==> src/rtl/i2c_mrr_pkg.sv <==
`timescale 1ns / 1ps

package i2c_mrr_pkg;

  // Reset value of the acknowledge timeout register
  localparam logic [7:0] AckTimeoutReset = 8'd200;
  // Top bit of a byte, shifted down to pick the bit on the wire
  localparam logic [7:0] MsbMask = 8'h80;

  // Bus sequencer phases, one-hot
  typedef enum logic [16:0] {
    PhIdle = 17'h00001,
    PhSt0  = 17'h00002,
    PhSt1  = 17'h00004,
    PhSt2  = 17'h00008,
    PhTxl  = 17'h00010,
    PhTxd  = 17'h00020,
    PhTxh  = 17'h00040,
    PhAkr  = 17'h00080,
    PhAkh  = 17'h00100,
    PhAkp  = 17'h00200,
    PhRxl  = 17'h00400,
    PhRxh  = 17'h00800,
    PhKl   = 17'h01000,
    PhKh   = 17'h02000,
    PhSp0  = 17'h04000,
    PhSp1  = 17'h08000,
    PhSp2  = 17'h10000
  } phase_e;

  // Which byte of the transfer is in flight
  typedef enum logic [2:0] {
    StepAddrW = 3'd0,
    StepReg   = 3'd1,
    StepAddrR = 3'd2,
    StepRd1   = 3'd3,
    StepRd2   = 3'd4,
    StepErr   = 3'd7
  } step_e;

  // One input beat
  typedef struct packed {
    logic       opcode;
    logic [6:0] dev_addr;
    logic [7:0] reg_addr;
    logic       sda_in;
  } item_t;

  // One result beat
  typedef struct packed {
    logic        scl_level;
    logic        sda_drive;
    logic        sda_level;
    logic        busy_res;
    logic        done_res;
    logic        status;
    logic [15:0] read_data;
  } result_t;

  // Bit of the byte sent at position idx, MSB first
  function automatic logic tx_bit(logic [7:0] shift, logic [2:0] idx);
    tx_bit = |(shift & (MsbMask >> idx));
  endfunction

endpackage

==> src/rtl/i2c_master_register_read.sv <==
`timescale 1ns / 1ps

// I2C master, two-byte register read, one bus delay phase per input beat.
// Input channel (in_valid_i / in_stall_o): opcode_i = 1 in idle starts a
//   transfer and latches dev_addr_i and reg_addr_i; every beat is one tick
//   and carries the sampled SDA level on sda_in_i.
// Output channel (out_valid_o / out_stall_i): exactly one result beat per
//   input beat, in order: SCL/SDA levels for the next phase, busy, a done
//   pulse with status (1 = acknowledge timeout) and the received word.
// Config channel (cfg_valid_i / cfg_ready_o, always ready): cfg_data_i sets
//   the acknowledge timeout in polls; write it only while idle.
// Path: an input beat passes the input register, one pass through the phase
//   logic and the result register before it appears as a result beat.
// Throughput: one beat per cycle while the output is not stalled; the phase
//   update is one step of the sequencer, so beats may follow back to back.
// Stall: when the result register is full and stalled, a beat waiting in the
//   input register holds and in_stall_o rises the same cycle; nothing is
//   dropped.
// Reset: sequencer idle, both pipeline registers empty, timeout 200.
module i2c_master_register_read import i2c_mrr_pkg::*; (
  input  logic        clk_i,
  input  logic        rst_ni,
  input  logic        in_valid_i,
  output logic        in_stall_o,
  input  logic        opcode_i,
  input  logic [6:0]  dev_addr_i,
  input  logic [7:0]  reg_addr_i,
  input  logic        sda_in_i,
  output logic        out_valid_o,
  input  logic        out_stall_i,
  output logic        scl_level_o,
  output logic        sda_drive_o,
  output logic        sda_level_o,
  output logic        busy_res_o,
  output logic        done_res_o,
  output logic        status_o,
  output logic [15:0] read_data_o,
  input  logic        cfg_valid_i,
  output logic        cfg_ready_o,
  input  logic [7:0]  cfg_data_i
);

  logic    in_valid_q;
  item_t   item_q;
  logic    out_valid_q;
  result_t res_q;
  result_t res_d;
  logic    advance;

  assign advance     = in_valid_q && !(out_valid_q && out_stall_i);
  assign in_stall_o  = in_valid_q && out_valid_q && out_stall_i;
  assign cfg_ready_o = 1'b1;

  // Input register
  always_ff @(posedge clk_i or negedge rst_ni) begin
    if (!rst_ni) begin
      in_valid_q <= 1'b0;
    end else if (!in_stall_o) begin
      in_valid_q <= in_valid_i;
    end
  end

  always_ff @(posedge clk_i) begin
    if (in_valid_i && !in_stall_o) begin
      item_q.opcode   <= opcode_i;
      item_q.dev_addr <= dev_addr_i;
      item_q.reg_addr <= reg_addr_i;
      item_q.sda_in   <= sda_in_i;
    end
  end

  i2c_mrr_core u_core (
    .clk_i      (clk_i),
    .rst_ni     (rst_ni),
    .fire_i     (advance),
    .item_i     (item_q),
    .cfg_we_i   (cfg_valid_i && cfg_ready_o),
    .cfg_data_i (cfg_data_i),
    .res_o      (res_d)
  );

  // Result register
  always_ff @(posedge clk_i or negedge rst_ni) begin
    if (!rst_ni) begin
      out_valid_q <= 1'b0;
    end else if (advance) begin
      out_valid_q <= 1'b1;
    end else if (!out_stall_i) begin
      out_valid_q <= 1'b0;
    end
  end

  always_ff @(posedge clk_i) begin
    if (advance) begin
      res_q <= res_d;
    end
  end

  assign out_valid_o = out_valid_q;
  assign scl_level_o = res_q.scl_level;
  assign sda_drive_o = res_q.sda_drive;
  assign sda_level_o = res_q.sda_level;
  assign busy_res_o  = res_q.busy_res;
  assign done_res_o  = res_q.done_res;
  assign status_o    = res_q.status;
  assign read_data_o = res_q.read_data;

endmodule

==> src/rtl/i2c_mrr_core.sv <==
`timescale 1ns / 1ps

module i2c_mrr_core import i2c_mrr_pkg::*; (
  input  logic       clk_i,
  input  logic       rst_ni,
  input  logic       fire_i,
  input  item_t      item_i,
  input  logic       cfg_we_i,
  input  logic [7:0] cfg_data_i,
  output result_t    res_o
);

  phase_e      phase_q, phase_d;
  step_e       step_q, step_d;
  logic [3:0]  bit_q, bit_d;
  logic [7:0]  shift_q, shift_d;
  logic [7:0]  poll_q, poll_d;
  logic [6:0]  slave_q, slave_d;
  logic [7:0]  reg_q, reg_d;
  logic [15:0] word_q, word_d;
  logic [7:0]  timeout_q;
  logic [7:0]  rx_byte;
  logic        scl, drv, lvl, done, stat;

  assign rx_byte = {shift_q[6:0], item_i.sda_in};

  // Next state and bus levels for one tick
  always_comb begin
    phase_d = phase_q;
    step_d  = step_q;
    bit_d   = bit_q;
    shift_d = shift_q;
    poll_d  = poll_q;
    slave_d = slave_q;
    reg_d   = reg_q;
    word_d  = word_q;
    scl  = 1'b1;
    drv  = 1'b1;
    lvl  = 1'b1;
    done = 1'b0;
    stat = 1'b0;
    unique case (phase_q)
      PhSt0: begin
        phase_d = PhSt1;
      end
      PhSt1: begin
        lvl     = 1'b0;
        phase_d = PhSt2;
      end
      PhSt2: begin
        scl     = 1'b0;
        lvl     = 1'b0;
        shift_d = {slave_q, step_q == StepAddrR};
        bit_d   = 4'd0;
        phase_d = PhTxl;
      end
      PhTxl: begin
        scl = 1'b0;
        if (bit_q == 4'd0) begin
          lvl = (step_q == StepReg);
        end else begin
          lvl = tx_bit(shift_q, bit_q[2:0] - 3'd1);
        end
        phase_d = PhTxd;
      end
      PhTxd: begin
        scl     = 1'b0;
        lvl     = tx_bit(shift_q, bit_q[2:0]);
        phase_d = PhTxh;
      end
      PhTxh: begin
        lvl = tx_bit(shift_q, bit_q[2:0]);
        if (bit_q >= 4'd7) begin
          bit_d   = 4'd0;
          phase_d = PhAkr;
        end else begin
          bit_d   = bit_q + 4'd1;
          phase_d = PhTxl;
        end
      end
      PhAkr: begin
        scl     = 1'b0;
        drv     = 1'b0;
        lvl     = 1'b0;
        phase_d = PhAkh;
      end
      PhAkh: begin
        drv     = 1'b0;
        lvl     = 1'b0;
        poll_d  = 8'd0;
        phase_d = PhAkp;
      end
      PhAkp: begin
        if (!item_i.sda_in) begin
          // acknowledge seen: pull SCL low and move to the next byte
          scl   = 1'b0;
          drv   = 1'b0;
          lvl   = 1'b0;
          bit_d = 4'd0;
          if (step_q == StepAddrW) begin
            step_d  = StepReg;
            shift_d = reg_q;
            phase_d = PhTxl;
          end else if (step_q == StepReg) begin
            step_d  = StepAddrR;
            phase_d = PhSt0;
          end else begin
            step_d  = StepRd1;
            shift_d = 8'd0;
            phase_d = PhRxl;
          end
        end else if (poll_q == timeout_q) begin
          // timeout: this tick is the first STOP phase
          scl     = 1'b0;
          lvl     = 1'b0;
          step_d  = StepErr;
          phase_d = PhSp1;
        end else begin
          drv    = 1'b0;
          lvl    = 1'b0;
          poll_d = poll_q + 8'd1;
        end
      end
      PhRxl: begin
        scl     = 1'b0;
        drv     = 1'b0;
        lvl     = 1'b0;
        phase_d = PhRxh;
      end
      PhRxh: begin
        drv     = 1'b0;
        lvl     = 1'b0;
        shift_d = rx_byte;
        if (bit_q >= 4'd7) begin
          bit_d = 4'd0;
          if (step_q == StepRd1) begin
            word_d = {rx_byte, word_q[7:0]};
          end else begin
            word_d = {word_q[15:8], rx_byte};
          end
          phase_d = PhKl;
        end else begin
          bit_d   = bit_q + 4'd1;
          phase_d = PhRxl;
        end
      end
      PhKl: begin
        // ACK after the first byte, NACK after the second
        lvl     = (step_q != StepRd1);
        scl     = 1'b0;
        phase_d = PhKh;
      end
      PhKh: begin
        lvl = (step_q != StepRd1);
        if (step_q == StepRd1) begin
          step_d  = StepRd2;
          shift_d = 8'd0;
          phase_d = PhRxl;
        end else begin
          phase_d = PhSp0;
        end
      end
      PhSp0: begin
        scl     = 1'b0;
        lvl     = 1'b0;
        phase_d = PhSp1;
      end
      PhSp1: begin
        lvl     = 1'b0;
        phase_d = PhSp2;
      end
      PhSp2: begin
        done    = 1'b1;
        stat    = (step_q == StepErr);
        phase_d = PhIdle;
      end
      default: begin
        // idle: lines high, a start command latches the addresses
        phase_d = PhIdle;
        if (item_i.opcode) begin
          slave_d = item_i.dev_addr;
          reg_d   = item_i.reg_addr;
          word_d  = 16'd0;
          step_d  = StepAddrW;
          bit_d   = 4'd0;
          poll_d  = 8'd0;
          shift_d = 8'd0;
          phase_d = PhSt1;
        end
      end
    endcase
  end

  always_comb begin
    res_o.scl_level = scl;
    res_o.sda_drive = drv;
    res_o.sda_level = lvl;
    res_o.busy_res  = (phase_d != PhIdle);
    res_o.done_res  = done;
    res_o.status    = stat;
    res_o.read_data = word_d;
  end

  // Sequencer state, advanced once per accepted beat
  always_ff @(posedge clk_i or negedge rst_ni) begin
    if (!rst_ni) begin
      phase_q <= PhIdle;
      step_q  <= StepAddrW;
      bit_q   <= 4'd0;
      shift_q <= 8'd0;
      poll_q  <= 8'd0;
      slave_q <= 7'd0;
      reg_q   <= 8'd0;
      word_q  <= 16'd0;
    end else if (fire_i) begin
      phase_q <= phase_d;
      step_q  <= step_d;
      bit_q   <= bit_d;
      shift_q <= shift_d;
      poll_q  <= poll_d;
      slave_q <= slave_d;
      reg_q   <= reg_d;
      word_q  <= word_d;
    end
  end

  // Acknowledge timeout register
  always_ff @(posedge clk_i or negedge rst_ni) begin
    if (!rst_ni) begin
      timeout_q <= AckTimeoutReset;
    end else if (cfg_we_i) begin
      timeout_q <= cfg_data_i;
    end
  end

endmodule

==> config.mk <==
export PLATFORM = sky130hd
export DESIGN_NAME = i2c_master_register_read
export DESIGN_NICKNAME = d
export VERILOG_FILES = /design/src/rtl/i2c_mrr_pkg.sv /design/src/rtl/i2c_master_register_read.sv /design/src/rtl/i2c_mrr_core.sv
export SDC_FILE = /design/constraint.sdc
export NUM_CORES = 1
export LEC_CHECK = 0
export ABC_AREA = 0
export ABC_CLOCK_PERIOD_IN_PS = 7900
export BUFFER_PORTS_ARGS = -buffer_cell sky130_fd_sc_hd__clkbuf_2
export CORE_MARGIN = 8
export CORE_UTILIZATION = 63
export CTS_CLUSTER_DIAMETER = 60
export DETAILED_ROUTE_END_ITERATION = 8
export PLACE_DENSITY_LB_ADDON = 0.15
export REMOVE_ABC_BUFFERS = 1
export SLEW_MARGIN = 20
export SYNTH_ARGS = -nofsm -noshare
export SYNTH_HDL_FRONTEND = slang
export SYNTH_SLANG_ARGS = --single-unit
==> constraint.sdc <==
create_clock -name clk_i -period 7.9 [get_ports clk_i]
set_input_delay 0.79 -clock clk_i [delete_from_list [all_inputs] [get_ports clk_i]]
set_output_delay 0.79 -clock clk_i [all_outputs]
set_load 0.1 [all_outputs]
; After elaboration in Yosys (flattened, before gate mapping)
; Index checks and enable logic that the tools add are counted.
[classes]
shifts = 2
n_reduce_logical = 32
n_eq_ne = 30
addsub = 3
mux = 44
bitwise = 7
order_cmp = 1
[ops]
columns = op, count
row1 = $pmux W17 S16, 1
row2 = $mux W8, 8
row3 = $mux W17, 3
row4 = $mux W16, 3
row5 = $pmux W8 S5, 1
row6 = $pmux W16 S2, 1
row7 = $reduce_or A14 Y1, 2
row8 = $pmux W8 S3, 1
row9 = $reduce_or A12 Y1, 2
row10 = $mux W3, 6
row11 = $eq A17 B10 Y1 const B, 1
row12 = $eq A17 B11 Y1 const B, 1
row13 = $eq A17 B12 Y1 const B, 1
row14 = $eq A17 B13 Y1 const B, 1
row15 = $eq A17 B14 Y1 const B, 1
row16 = $eq A17 B15 Y1 const B, 1
row17 = $eq A17 B16 Y1 const B, 1
row18 = $eq A17 B17 Y1 const B, 1
row19 = $eq A17 B2 Y1 const B, 1
row20 = $eq A17 B3 Y1 const B, 1
row21 = $eq A17 B4 Y1 const B, 1
row22 = $eq A17 B5 Y1 const B, 1
row23 = $eq A17 B6 Y1 const B, 1
row24 = $eq A17 B7 Y1 const B, 1
row25 = 44 further kinds, 77
[totals]
reg_bits = 120
elab_cells = 141
input_bits = 30

; Logic depth before layout (Yosys ltp)
[depth]
word_depth = 6
mapped_depth = 10
ltp_nobuf = 8

; Hierarchy
; Synthesis repeated with hierarchy kept, for this count alone.
[hier_totals]
cells_unflattened = 520
hier_area_um2 = 5995.8
[modules_own_cells]
columns = mod, area_per_inst_um2, n_inst, cells_per_inst, seq_area_each_um2
row1 = i2c_mrr_core, 4720.8, 1, 471, 1981.9
row2 = i2c_master_register_read, 1275.0, 1, 49, 1221.2

; Worst setup path after synthesis
; No wires, ideal clock.
[synth_path]
path_type = reg2reg
start = register out_valid_q, in the netlist out_valid_o
end = register u_core.shift_q[0]
path_buffers = 0
t_arrival_ns = 2.561
path_slack_ns = 5.260
stages_incl_launch_ff = 9
period_less_slack_ns = 2.640
t_required_ns = 7.821
setup_time_ns = 0.079
path_cell_list = dfrtp_1 nand2_1 nand2_1 inv_1 o31ai_1 nand4b_1 or2_2 a211oi_4 mux2i_1
[synth_between]
elab_chain_cells = 4
[synth_rtl]
columns = item, line
row1 = "start, declared", i2c_master_register_read.sv:45  ; logic out_valid_q;
row2 = "start signal, assigned", i2c_master_register_read.sv:85  ; out_valid_q <= 1'b0;
row3 = "start signal, assigned", i2c_master_register_read.sv:87  ; out_valid_q <= 1'b1;
row4 = "start signal, assigned", i2c_master_register_read.sv:89  ; out_valid_q <= 1'b0;
row5 = $logic_and A1 B1 Y1, i2c_master_register_read.sv:50  ; assign advance = in_valid_q && !(out_valid_q && out_stall_i);
row6 = $logic_not A1 Y1, i2c_master_register_read.sv:50
row7 = $logic_and A1 B1 Y1, i2c_master_register_read.sv:50
row8 = $reduce_and A6 Y1 (no source line), --
row9 = "end signal, assigned", i2c_mrr_core.sv:219  ; shift_q <= shift_d;
row10 = "end, declared", i2c_mrr_core.sv:16  ; logic [7:0] shift_q, shift_d;
; No other way between the ends.
; A chain may end at the register's enable or synchronous reset.

; Final worst setup path
[layout_path]
start = register u_core.phase_q[4]
end = register u_core.shift_q[1]
[layout_between]
elab_chain_cells = 4
[layout_rtl]
columns = item, line
row1 = "start, declared", i2c_mrr_core.sv:13  ; phase_e phase_q, phase_d;
row2 = "start signal, assigned", i2c_mrr_core.sv:207  ; phase_q <= PhIdle;
row3 = "start signal, assigned", i2c_mrr_core.sv:216  ; phase_q <= phase_d;
row4 = "$eq A17 B2 Y1, or another cell as far along", i2c_mrr_core.sv:42  ; unique case (phase_q)
row5 = $reduce_or A12 Y1 (no source line), --
row6 = $not A1 Y1 (no source line), --
row7 = $reduce_and A6 Y1 (no source line), --
; Parallel ways exist; a longest one is shown, timed or not.

==> flow_summary_export.csv <==
group,metric,value,unit
critical_path,required,8.34,ns
sta,finalCriticalPeriod,3.305,ns
final_layout,final_area,0.007039,mm2
hold_path,hp-class,"in2async",
clocking,clk_path_buf_depth,2,
synthesis,yosysTopAreaCellShare,0.3134,
flow_run,max_cap_viol_count,0,
die,die_y,114.8,um
drt,routedWlPerCell,20.43,um
synthesis,yosysTopAreaCell,"dfrtp_1",
synthesis,synth_edf_count,39,
synthesis,yosysUniqueCellTypes,76,
clocking,cts_resized,0,
synthesis,syn_area_per_cell,11.22,um2
final_layout,fin_cells,737,
sta,worstMarginPinSlew,1.026,ns
synthesis,netlist_instances,548,
grt,antenna_found_initial,0,
die,die_area,0.01318,mm2
synthesis,ys_seq_area_frac,0.5210,
clocking,root_buffer,"clkbuf_8",
die,io_pins,55,
pwr,power.density,278.7,mW/mm2
sta,relSlewSlack,0.3160,
grt,grt_overflow,0,
clocking,cts_hold_buf,0,
drt,vias,4744,
sta,finalSetupViolations,0,
grt,grt_pass1_wl,24310,um
drt,drc,0,
die,die_x,114.8,um
clocking,clk_latency,0.53,ns
run_status,status,"finished, final reports clean",
critical_path,crit_arrival,3.75,ns
synthesis,ys.flop_type,"dfrtp_1",
pwr,ir_worst_vdd,0.0002025,V
grt,track_usage,0.2413,
placement,gp_congestion,0.9134,
placement,port_buffers,53,
sta,holdWs,0.2752,ns
final_layout,final_nets,632,
synthesis,synth.area.top_cells,"dfrtp_1, edfxtp_1, a22o_1",
drt,routed_via_density,6.437,
sta,rsz0062_at_grt,"no",
drt,first_pass_iters,6,
drt,drt_iter0_drc,438,
clocking,tritoncts,"yes",
synthesis,synth_warnings,0,
sta,setup_tns,0,ns
grt,grt_max_degree,82,
drt,drtAntennaViolNets,0,
synthesis,syn_area,0.006148,mm2
critical_path,cp_max_fo,22,
die,rows,36,
clocking,cts_setup_buffers,0,
final_layout,finish.utilization,0.7303,
critical_path,path_class,"reg2reg",
clocking,h-tree-depth,4,
placement,dp_hpwl,10060,um
clocking,clk_pin_slew,0.06,ns
synthesis,synth-seq-cells,120,
critical_path,end_kind,"register",
grt,grt_pass1_vias,4760,
clocking,numClockSinks,120,
placement,dpl.cell_count,706,
synthesis,yosys-top-cells-count,"dfrtp_1, nand2_1, edfxtp_1",
synthesis,synth_most_common_cell,"dfrtp_1",
sta,period_share,0.4184,
die,initial_core_util,0.6379,
placement,place_area,0.006441,mm2
final_layout,area.growth.synth_to_final,14.49,%
sta,hold_viol,0,
final_layout,n_antenna_cell,0,
sta,fmax,0.3026,GHz
sta,skew,0.008790,ns
die,core,0.009639,mm2
critical_path,start_kind,"register",
final_layout,drive_gt1_frac,0.1937,
sta,slew_violations,0,
synthesis,ys_async_sr_fraction,0.6750,
pwr,power.leakage,2.877,nW
clocking,cts_buffers,17,
drt,routed_wl,15060,um
[sequential cells by signal (all words and copies together) (netlist names), 3 cells and up]
| signal | count |
|---|---|
| u_core.phase_q | 17 |
| u_core.reg_q | 8 |
| u_core.step_q | 3 |
| item_q | 17 |
| u_core.word_q | 16 |
| u_core.timeout_q | 8 |
| u_core.poll_q | 8 |
| u_core.slave_q | 7 |
| read_data_o | 16 |
| u_core.shift_q | 8 |
| u_core.bit_q | 4 |
[per-stage QoR]
| stage | worst slack (ns) | power [mW] |
|---|---|---|
| after CTS | 4.681 | 1.968 |
| after detailed placement | 4.718 | 1.178 |
| after floorplan | 3.992 | 1.067 |
| final | 4.595 | 1.962 |
| after global placement | 4.771 | 1.163 |
| after global routing | 4.421 | 2.036 |
[report_power, final]
part / switching [mW] / internal (mW)
Clock: 0.268 / 0.519
Combinational: 0.259 / 0.115
Sequential: 0.0722 / 0.728
[layout by cell type (no fill, tap or decap), types with 5 or more instances in the layout]
master     Yosys  routed
clkbuf_2       0      52
nand2b_1       6       6
nor3_1        23      22
a222oi_1       8       8
a22o_1        23      23
ha_1          10      10
nand3_1       14      14
edfxtp_1      39      39
nand2_1       44      44
o21ai_0       15      15
nor4_1        14      14
mux2_1        15      15
o2bb2ai_1     15      15
inv_1         24      24
dfrtp_1       77      77
nor2_1        24      24
a22oi_1        6       6
nand4_1        6       6
xor2_1        12      12
mux2i_1       13      13
or3_1          5       5
o21ai_1        8       8
a21oi_1       24      24
clkbuf_1      20       5
clkbuf_16      0      16
mux2_2         8       8
[worst max-delay path, stage by stage (launching register included)]
cell and delay (ns):
dfrtp_1 0.49, nor4_1 0.42, nand2_1 0.26, or3_1 0.85, nand2_4 0.27, nor4_4 0.07
a211oi_4 0.57, mux2i_1 0.28
[area by class of cell]
cell class,instances,area [um2]
inverter,25,93.84
fill,674,2600
tap,133,166.4
timing repair buffer,55,286.5
multi-input combinational,373,2695
clock inverter,8,147.6
clock buffer,23,446.7
sequential,120,3203
[logic make-up (layout without fill, tap and decap cells)]
logic type	after synthesis	in the layout	share of synthesized area
and+or+nand+nor	179	179	0.1705
DFF	120	120	0.5210
muxes	36	36	0.06329
other	1	1	0.0006099
xor gates and xnor gates	15	15	0.02137
buffers and inverters	55	111	0.04151
AOI/OAI and AO/OA	132	132	0.1614
adders and majority gates	10	10	0.02035
[final timing paths]
path	to	slack, ns	startpoint	cells past startpoint
setup / recovery	u_core.shift_q[1]$_DFFE_PN0P_	4.59	u_core.phase_q[4]$_DFFE_PN0P_	7
hold / removal	u_core.phase_q[13]$_DFFE_PN0P_	0.28	rst_ni	1
setup reg to reg	u_core.shift_q[1]$_DFFE_PN0P_	4.59	u_core.phase_q[4]$_DFFE_PN0P_	7
hold reg to reg	u_core.reg_q[4]$_DFFE_PN0P_	0.45	item_q[5]$_DFFE_PP_	1
max in group asynchronous	u_core.reg_q[1]$_DFFE_PN0P_	7.07	rst_ni	1
min in group clk_i	item_q[10]$_DFFE_PP_	0.43	dev_addr_i[1]	1
[layer usage]
metal	track usage	vias up	share of wire
met5	0	-	0
met4	0.1208	0	0.023
met3	0.05935	34	0.063
met2	0.4014	214	0.51
met1	0.2873	2335	0.41
li1	-	2161	-
No activity file was read; power rests on OpenSTA's default activity.
